File: src/rtl/circle_tangent_point_top_assert.svh
// Assertion macros for the tangent-point block.
// Used by circle_tangent_point_top; no other dependencies.
`ifndef CIRCLE_TANGENT_POINT_TOP_ASSERT_SVH
`define CIRCLE_TANGENT_POINT_TOP_ASSERT_SVH
`ifndef NO_ASSERTIONS
`define CTP_ASSERT_IMPL(label, clk, rstn, prop, msg) \
    label: assert property (@(posedge clk) disable iff (!rstn) prop) else $error(msg);
`define CTP_ASSERT_RESET(label, clk, rstn, prop, msg) \
    label: assert property (@(posedge clk) prop) else $error(msg);
`else
`define CTP_ASSERT_IMPL(label, clk, rstn, prop, msg)
`define CTP_ASSERT_RESET(label, clk, rstn, prop, msg)
`endif
`endif

File: src/rtl/ctp_isqrt_stage.sv
// One restoring square-root step: two bits of radicand, one root bit.
// Depends on nothing but its parameter.
module ctp_isqrt_stage #(
    parameter int W = 64
) (
    input  logic [W-1:0]   rem_in,
    input  logic [W/2-1:0] root_in,
    input  logic [1:0]     pair_in,
    output logic [W-1:0]   rem_out,
    output logic [W/2-1:0] root_out
);
    logic [W+1:0] shifted;
    logic [W+1:0] trial;

    // Bring in the next bit pair and try the root candidate 4*root+1.
    always_comb begin
        shifted = {rem_in, pair_in};
        trial   = {{(W/2){1'b0}}, root_in, 2'b01};
        if (shifted >= trial) begin
            rem_out  = W'(shifted - trial);
            root_out = {root_in[W/2-2:0], 1'b1};
        end else begin
            rem_out  = W'(shifted);
            root_out = {root_in[W/2-2:0], 1'b0};
        end
    end
endmodule

File: config.mk
export PLATFORM = sky130hd
export DESIGN_NAME = ctp_isqrt_stage
export DESIGN_NICKNAME = d
export VERILOG_FILES = /design/src/rtl/circle_tangent_point_top_assert.svh /design/src/rtl/ctp_isqrt_stage.sv
export SDC_FILE = /design/constraint.sdc
export NUM_CORES = 1
export LEC_CHECK = 0
export BUFFER_PORTS_ARGS = -buffer_cell sky130_fd_sc_hd__buf_2
export CAP_MARGIN = 20
export CORE_ASPECT_RATIO = 0.5
export CORE_MARGIN = 4
export CORE_UTILIZATION = 40
export DETAILED_ROUTE_END_ITERATION = 12
export PLACE_DENSITY = 0.74
export RECOVER_POWER = 50
export SYNTH_ARGS = -nofsm -noshare
export SYNTH_HDL_FRONTEND = slang
export SYNTH_SLANG_ARGS = --single-unit
File: constraint.sdc
create_clock -name vclk -period 11.6
set_input_delay 2.32 -clock vclk [all_inputs]
set_output_delay 2.32 -clock vclk [all_outputs]
set_load 0.01 [all_outputs]
=== After elaboration in Yosys (flattened, before gate mapping) ===
Index checks and enable logic that the tools add are counted.

* Bits in registers: 0
* Output and inout bits: 96
* Word-level logic and storage cells: 4

* Magnitude comparators: 1
* Multiplexer cells: 2
* Add/sub/neg operators: 1

{| class="wikitable"
|+ Operators by type and width
! cell !! count
|-
| >= comparator 66 x 34 -> 1 bit || 1
|-
| two-way mux 64 bit || 1
|-
| subtractor 64 x 34 -> 64 bit || 1
|-
| two-way mux 1 bit || 1
|}

=== Depth between registers and ports, before layout ===
* Depth after elaboration: 2
* Gate-level depth with buffers: 12
* Mapped depth without buffers: 10

=== Least setup slack after synthesis ===
No wires, ideal clock.

* Path kind: input port to output port
* Start: input root_in[14]
* End: output rem_out[60]
* Stages: 11
* Data arrival time: 5138 ps
* Required time: 9280 ps
* Path slack: 4142 ps
* Path through: inv_1 -> ha_1 -> clkbuf_1 -> and4_1 -> nand3_1 -> a2111oi_1 -> nor4b_4 -> or4_1 -> buf_4 -> nor4_1 -> xor2_1

* Word-level cells in the longest chain between the ends: 2
* Elaborated cells on any way between the ends: 3
* Classes of those cells: 1 x add/sub; 1 x order compare; 1 x mux

{| class="wikitable"
|+ RTL lines
! item !! RTL line !! RTL
|-
| start, declared || ctp_isqrt_stage.sv:7 || <nowiki>input logic [W/2-1:0] root_in,</nowiki>
|-
| subtractor 64 x 34 -> 64 bit or >= comparator 66 x 34 -> 1 bit (tied branches) || ctp_isqrt_stage.sv:20, ctp_isqrt_stage.sv:19 ||
|-
| two-way mux 64 bit * || ctp_isqrt_stage.sv:19 || <nowiki>if (shifted >= trial) begin</nowiki>
|-
| end, declared || ctp_isqrt_stage.sv:9 || <nowiki>output logic [W-1:0] rem_out,</nowiki>
|}

Every way passes the cells marked *; elsewhere a longest branch is shown, timed or not.

=== Worst setup path in the final report ===
* Start: input rem_in[50]
* End: output rem_out[22]

* Word-level cells in the longest chain between the ends: 2

{| class="wikitable"
|+ RTL lines
! item !! RTL line !! RTL
|-
| start, declared || ctp_isqrt_stage.sv:6 || <nowiki>input logic [W-1:0] rem_in,</nowiki>
|-
| >= comparator 66 x 34 -> 1 bit || ctp_isqrt_stage.sv:19 ||
|-
| two-way mux 64 bit || ctp_isqrt_stage.sv:19 ||
|}

Every way passes these cells.

==> impl_metrics.csv <==
group,metric,value,unit
timing,setup_tns,0,ns
worst_setup_path,arrival,7.10,ns
finish,seqCellArea,0,sq um
worst_setup_path,crit_type,"in2out",
synthesis,ys_seq_area_frac,0,
synthesis,yosysTopAreaCell,"ha_1",
global_routing,grt_pass1_vias,3688,
finish,clock_buffers,0,
global_routing,antenna_found_initial,0,
drt,ant_nets,0,
finish,multi_input_area,0.00287,sq mm
global_routing,grt_pass1_wl,17000,um
synthesis,synth_nets,667,
global_routing,track_usage,0.200,
timing,period_minus_slack,9.42,ns
worst_hold_path,hold_class,"in2out",
drt,post_drt_wl_per_cell,13.8,um
global_routing,grt_max_degree,52,
floorplan,die_y,72.9,um
finish,syn2layout_area_growth,22.0,%
drt,vias,4287,
cts,cts_setup_buffers,0,
synthesis,syn_avg_cell_area,6.29,sq um
floorplan,io_pins,194,
timing,worst_pin_slew,1.94,ns
floorplan,std_cell_rows,23,
timing,slew_viol_final,52,
drt,drtPass1Iterations,5,
synthesis,synthTopCellsByArea,"ha_1 13%, xor2_1 9.4%, buf_4 7.8%",
cts,cts_resized,0,
finish,drive_above_1_share,0.231,
placed_design,dp_hpwl,9400,um
finish,postLayoutCoreUtil,0.508,
floorplan,fp.dieW,138,um
cts,postCtsHoldBufs,0,
drt,vias_per_cell,5.39,
timing,relSlewSlack,-0.291,
status,outcome,"finished, violations left",
timing,hold_viol,0,
worst_setup_path,critPathLaunchType,"primary input",
global_routing,grt_overflow_total,0,
floorplan,initial_core_util,0.416,
pwr,power.density,52.0,mW/mm^2
status,violations,"capacitance limit, slew limit",
floorplan,die-area,0.0100,sq mm
worst_setup_path,crit_fanout,51,
pwr,ir_drop,0.0250,mV
drt,drt_iter0_drc,298,
synthesis,yosysUniqueCellTypes,51,
worst_setup_path,critPathCaptureType,"primary output",
finish,sequential_cell_total,0,
timing,setup_viol,0,
placed_design,io_buffers,194,
run,cap_violations,1,
synthesis,synth_cells,535,
timing,post-route-period-util,0.812,
placed_design,place_congestion,0.942,
finish,fillers,913,
synthesis,synth_top_area_frac,0.126,
synthesis,ys_warn_count,0,
synthesis,synth_area,0.00337,sq mm
pwr,p_leak,1.97,nW
timing,max_freq,106,MHz
drt,drt-total-wl,11000,um
finish,final_nets,818,
finish,antenna-diode-count,0,
worst_setup_path,cp.required,9.28,ns
timing,rsz0062_at_grt,"false",
floorplan,core_area,0.00809,sq mm
pwr,power,214,uW
drt,drc,0,
[path summary, 6_finish.rpt]
kind         from      endpoint  slack, ns  cells after the start
max    rem_in[50]   rem_out[22]       2.18                     11
min   root_in[25]  root_out[26]       4.86                      2
[cells in the mapped netlist, types with 10 or more instances]
cell	instances
a21o_1	16
a21oi_1	46
buf_4	35
ha_1	34
inv_1	45
nand2_1	49
nand2b_1	10
nand3_1	15
nor2_1	45
nor3_1	20
nor4_1	14
o21ai_0	38
o31ai_1	12
xnor2_1	18
xor2_1	36
[where the power goes]
part	switching (mW)	leakage (nW)	total (mW)	internal, mW
Sequential	0	0	0	0
Combinational	0.124	1.97	0.214	0.0894
Clock	0	0	0	0
Total	0.124	1.97	0.214	0.0894
[critical path, cell delays in order]
cell and delay (ns):
buf_2 0.11, or4_1 0.59, or4_4 0.47, or4_1 0.56, a311oi_1 0.31, nor4b_4 0.33, clkbuf_1 1.43, inv_2 0.52
nor2_1 0.23, a21oi_1 0.05, buf_2 0.16
[per-layer routing]
layer | GRT usage | vias up | routed length, um | share of wire
li1 | - | 2188 | - | -
met1 | 0.280 | 1907 | 4980 | 0.45
met2 | 0.349 | 182 | 4960 | 0.45
met3 | 0.0213 | 10 | 958 | 0.087
met4 | 0.0131 | 0 | 82 | 0.0075
met5 | 0 | - | 0 | 0
[cell families after synthesis]
logic type,Yosys count,share of synthesized area
fa+ha+maj,34,0.126
xor+xnor,54,0.141
compound gates,152,0.280
buf+inv,93,0.146
mux,1,0.00297
simple gates,201,0.304
[final cells by class]
type,count,area share
multi-input cells,442,0.698
repair buffers,196,0.226
inverters,46,0.0420
well taps,112,0.0341
[through the flow]
stage / cells / setup WS, ns / cell area (sq um) / hold slack (ns)
6_report: 796 / 2.18 / 4110 / 4.86
5_1_grt: 796 / 1.63 / 4110 / 4.87
4_1_cts: 796 / 3.56 / 4170 / 4.84
3_5_place_dp: 796 / 3.58 / 4170 / 4.84
3_3_place_gp: 796 / 3.63 / 4170 / 4.84
2_1_floorplan: 535 / 4.14 / 3370 / 4.72
[placed cells by master (no fill, tap or decap), types with 15 or more instances in the layout]
cell	count
a21o_1	16
a21oi_1	46
buf_2	150
clkbuf_1	45
ha_1	34
inv_1	45
nand2_1	49
nand3_1	15
nor2_1	45
nor3_1	20
o21ai_0	38
xnor2_1	18
xor2_1	36
(Power assumes the default switching activity.)
