==> src/rtl/circle_tangent_point_top_assert.svh <==
// Assertion macros for the tangent-point block.
// Used by circle_tangent_point_top; no other dependencies.
`ifndef CIRCLE_TANGENT_POINT_TOP_ASSERT_SVH
`define CIRCLE_TANGENT_POINT_TOP_ASSERT_SVH
`ifndef NO_ASSERTIONS
`define CTP_ASSERT_IMPL(label, clk, rstn, prop, msg) \
    label: assert property (@(posedge clk) disable iff (!rstn) prop) else $error(msg);
`define CTP_ASSERT_RESET(label, clk, rstn, prop, msg) \
    label: assert property (@(posedge clk) prop) else $error(msg);
`else
`define CTP_ASSERT_IMPL(label, clk, rstn, prop, msg)
`define CTP_ASSERT_RESET(label, clk, rstn, prop, msg)
`endif
`endif

==> src/rtl/ctp_div_stage.sv <==
// One restoring division step producing one quotient bit.
// Depends on nothing but its parameter.
module ctp_div_stage #(
    parameter int W = 64
) (
    input  logic [W-1:0] rem_in,
    input  logic [W-1:0] den,
    output logic [W-1:0] rem_out,
    output logic         q_bit
);
    logic [W:0] twice;

    // Doubled remainder minus the divisor when it fits.
    always_comb begin
        twice = {rem_in, 1'b0};
        if (twice >= {1'b0, den}) begin
            rem_out = W'(twice - {1'b0, den});
            q_bit   = 1'b1;
        end else begin
            rem_out = W'(twice);
            q_bit   = 1'b0;
        end
    end
endmodule

==> config.mk <==
export PLATFORM = sky130hd
export DESIGN_NAME = ctp_div_stage
export DESIGN_NICKNAME = d
export VERILOG_FILES = /design/src/rtl/circle_tangent_point_top_assert.svh /design/src/rtl/ctp_div_stage.sv
export SDC_FILE = /design/constraint.sdc
export NUM_CORES = 1
export LEC_CHECK = 0
export ABC_CLOCK_PERIOD_IN_PS = 5300
export BUFFER_PORTS_ARGS = -buffer_cell sky130_fd_sc_hd__buf_2
export CORE_UTILIZATION = 52
export DETAILED_ROUTE_END_ITERATION = 10
export GPL_ROUTABILITY_DRIVEN = 1
export PLACE_DENSITY = 0.85
export SYNTH_ARGS = -nofsm -noshare
export SYNTH_HDL_FRONTEND = slang
export SYNTH_SLANG_ARGS = --single-unit
==> constraint.sdc <==
create_clock -name vclk -period 5.3
set_input_delay 0.795 -clock vclk [all_inputs]
set_output_delay 0.795 -clock vclk [all_outputs]
set_load 0.05 [all_outputs]
* After elaboration in Yosys (flattened, before gate mapping) *
Index checks and enable logic that the tools add are counted.

word-level totals
  register bits = 0
  input bits = 128
  output and inout bits = 65
  logic and storage cells = 4

cells by class
  $add $sub $neg = 1
  $lt $le $gt $ge = 1
  muxes and demuxes = 2

operator list
  operator                                      number
  greater-or-equal comparator 65 x 64 -> 1 bit  1
  2-to-1 mux 64 bit                             1
  subtractor 64 bit                             1
  2-to-1 mux 1 bit                              1

* Longest topological paths before layout *
  depth after elaboration = 2
  gate-level depth with buffers = 15
  depth with buffers taken out = 13

* Worst setup path before layout *
OpenSTA, ideal clock, no wires.

  kind = input port to output port
  from = in den[29]
  to = out rem_out[62]
  arrival time = 4.615 ns
  required time = 4.505 ns
  slack = -0.110 ns
  stages on the path = 13
  buffers on the path = 2
  path through = inv_1 > ha_1 > clkbuf_1 > nand2_1 > or4_1 > or4_1 > a21o_1 > a2111oi_4 > o21ai_2 > inv_2 > buf_4 > nor2_1 > a211oi_1

on the way
  word-level cells in the longest chain between the ends = 2
  elaborated cells on any way between the ends = 3
  classes of those cells = add/sub (1); order compare (1); mux (1)

ends and longest elaborated chain
  element                                                                                   line                                      source
  from (decl)                                                                               ctp_div_stage.sv:7                        input logic [W-1:0] den,
  subtractor 64 bit / greater-or-equal comparator 65 x 64 -> 1 bit (equally long branches)  ctp_div_stage.sv:17, ctp_div_stage.sv:16
  2-to-1 mux 64 bit *                                                                       ctp_div_stage.sv:16                       if (twice >= {1'b0, den}) begin
  to (decl)                                                                                 ctp_div_stage.sv:8                        output logic [W-1:0] rem_out,

Every way passes the cells marked *; elsewhere a longest branch is shown, timed or not.

* Worst setup path after layout *
  from = in rem_in[31]
  to = out rem_out[29]

on the way
  word-level cells in the longest chain between the ends = 2

ends and longest elaborated chain
  element                                       line                 source
  from (decl)                                   ctp_div_stage.sv:6   input logic [W-1:0] rem_in,
  greater-or-equal comparator 65 x 64 -> 1 bit  ctp_div_stage.sv:16
  2-to-1 mux 64 bit                             ctp_div_stage.sv:16

No other way between the ends.

==> flow_summary.ini <==
[outcome]
status = finished clean

[finish]
stdcell_count = 1072
final_core_utilization_pct = 64.3
final_common_cell = buf_2
clkbuf_count = 0
antenna_cells = 0
num-fill-cells = 949
n_sequential_cell = 0
syn_to_final_growth_pct = 20.3
final_nets = 1156
drive_gt1_share_pct = 22.5
mostFrequentLayoutCells = 193 x buf_2, 119 x a21oi_1, 87 x inv_1
seqCellArea_um2 = 0
finalInstanceArea_mm2 = 0.00588

[sta]
setup_viol = 0
hold-worst-slack_ns = 2.00
timing.fmax_ghz = 0.199
final.setup.tns_ns = 0
maxSlewHeadroom_pct = 51.0
final.setup.worst_slack_ns = 0.279
rsz0062_at_grt = no
hold_violations = 0
drv_slew = 0
period_share_pct = 94.7
tightest_slew_ns = 0.729
min_period_ns = 5.02

[placed_design]
place_inst = 1072
place_congestion = 0.957
hpwl_um = 12400
placed_area_mm2 = 0.00588
port_buffers = 193
dp_slack_ns = 0.321

[critical_path]
worstSetupStartpoint = rem_in[31]
crit_path_end_kind = output pin
worst_ep_arrival_time_ns = 4.23
cp.required_ns = 4.51
startpoint_type = input pin
cp_max_fo = 35
criticalPathCategory = input pin to output pin
critPathSlowestCell = or4_1
cp_slowest_stage_delay_ns = 0.55
worstPathCellList = buf_2, ha_1, nand2_1, or4_1, or4_1, a21o_1, a2111oi_4, o21ai_2, inv_2, buf_4, mux2_1, buf_2

[drt]
viasPerCell = 5.86
drt_iter0_markers = 332
drc_errors = 0
drtPass1Iterations = 6
routed-via-count = 6279
drtAntennaViolNets = 0
wirelength_um = 14900
post_drt_wl_per_cell_um = 13.9

[global_routing]
grt_pass1_wl_um = 24900
grt.overflow.total = 0
antenna_found_initial = 0
grt_pass1_vias = 5718
grt_max_degree = 62
grt_util_all_layers_pct = 29.5

[synthesis]
yosys-top-cells-area = ha_1 16%, a21oi_1 12%, inv_1 6.7%
yosys_warnings = 0
synth_top_area_cell = ha_1
syn_nets = 994
synth_simple_gate_area_share_pct = 24.2
synth-adder-area-share_pct = 16.8
synth-compound-area-share_pct = 37.5
syn_inst = 801
synth_xor_area_share_pct = 9.85
ys_seq_area_share_pct = 0
postSynthAreaPerCell_um2 = 6.10
synth_top_family_by_area = compound AO/OA/AOI/OAI gates
synth_cell_types = 61
synthMuxAreaShare_pct = 0.896
yosysTopAreaCellShare_pct = 16.4
synthesis.area_mm2 = 0.00489

[run]
maxCapViolCount = 0

[power_and_ir_drop]
power_mw = 1.24
seqPwrFrac_pct = 0
p_comb_share_pct = 100.0
power.switching_mw = 0.868
p_int_mw = 0.371
peakVddDrop_uv = 121
switching_share_pct = 70.1
p_clk_share_pct = 0
p_per_area_mw_per_mm2 = 211
leakage_nw = 3.07

[clock_tree]
cts_resized = 0
cts_setup_buffers = 0
cts_hold_buf = 0

[floorplanning]
die_y_um = 99.0
initial_utilization_pct = 53.4
dieArea_mm2 = 0.00980
die_x_um = 99.0
fp-row-count = 35
design.core.area_mm2 = 0.00915
io_pins = 193

[hold_path]
min_from = rem_in[52]
hp-class = input pin to output pin
==> final cells by class <==
| cell class | count | area, um^2 | share of cell area [%] |
|---|---|---|---|
| timing repair buffer | 202 | 1050 | 17.8 |
| inverter | 88 | 330 | 5.61 |
| tap | 111 | 139 | 2.36 |
| multi-input combinational | 671 | 4370 | 74.3 |
==> cell usage after synthesis (3+ instances only) <==
cell / number
a21oi_1: 119
inv_1: 87
nor2_1: 86
nand2_1: 69
ha_1: 64
o21ai_0: 49
clkbuf_1: 30
a21o_1: 29
xor2_1: 28
nand4_1: 27
xnor2_1: 27
nand3_1: 13
o21a_1: 11
nor3_1: 10
o21bai_1: 10
o31ai_1: 10
a31oi_1: 9
a211oi_1: 8
and3_1: 8
and2_1: 7
nor2b_1: 7
a21boi_0: 6
buf_2: 6
nand2b_1: 6
nor4_1: 6
o211ai_1: 5
or3_1: 5
a21oi_2: 4
buf_4: 4
o2111ai_1: 4
mux2_1: 3
o221ai_1: 3
or2_2: 3
or4_1: 3
==> power by group through the flow <==
stage	Sequential, mW	Clock [mW]	Combinational [mW]
floorplan	0	0	0.958
global placement	0	0	1.22
global route	0	0	1.34
finish	0	0	1.24
detailed placement	0	0	1.23
CTS	0	0	1.23
==> logic make-up (layout without fill, tap and decap cells) <==
family | count (synthesis) | after routing
AOI/OAI and AO/OA | 293 | 293
xor gates and xnor gates | 55 | 55
adders and majority gates | 65 | 65
buffers and inverters | 130 | 290
muxes | 4 | 4
and+or+nand+nor | 254 | 254
==> metal layers <==
| metal | share of wire (%) | GRT usage [%] | vias up |
|---|---|---|---|
| met1 | 43 | 38.0 | 2823 |
| met5 | 0 | 0 | - |
| met2 | 49 | 54.7 | 246 |
| met3 | 7.0 | 1.42 | 20 |
| li1 | - | - | 3190 |
| met4 | 1.2 | 4.48 | 0 |
==> final timing paths <==
check	slack [ns]	to	depth (start not counted)
worst min-delay path	2.00	rem_out[53]	4
worst max-delay path	0.28	rem_out[29]	12
==> worst max-delay path, delay by kind of cell <==
| family | cells | cell delay (ns) |
|---|---|---|
| adder cells (fa/ha/maj) | 1 | 0.40 |
| AND/OR/NAND/NOR | 3 | 1.20 |
| buffers and inverters | 4 | 0.72 |
| multiplexers | 1 | 0.35 |
| AO/OA/AOI/OAI | 3 | 0.76 |
(Power assumes the default switching activity.)
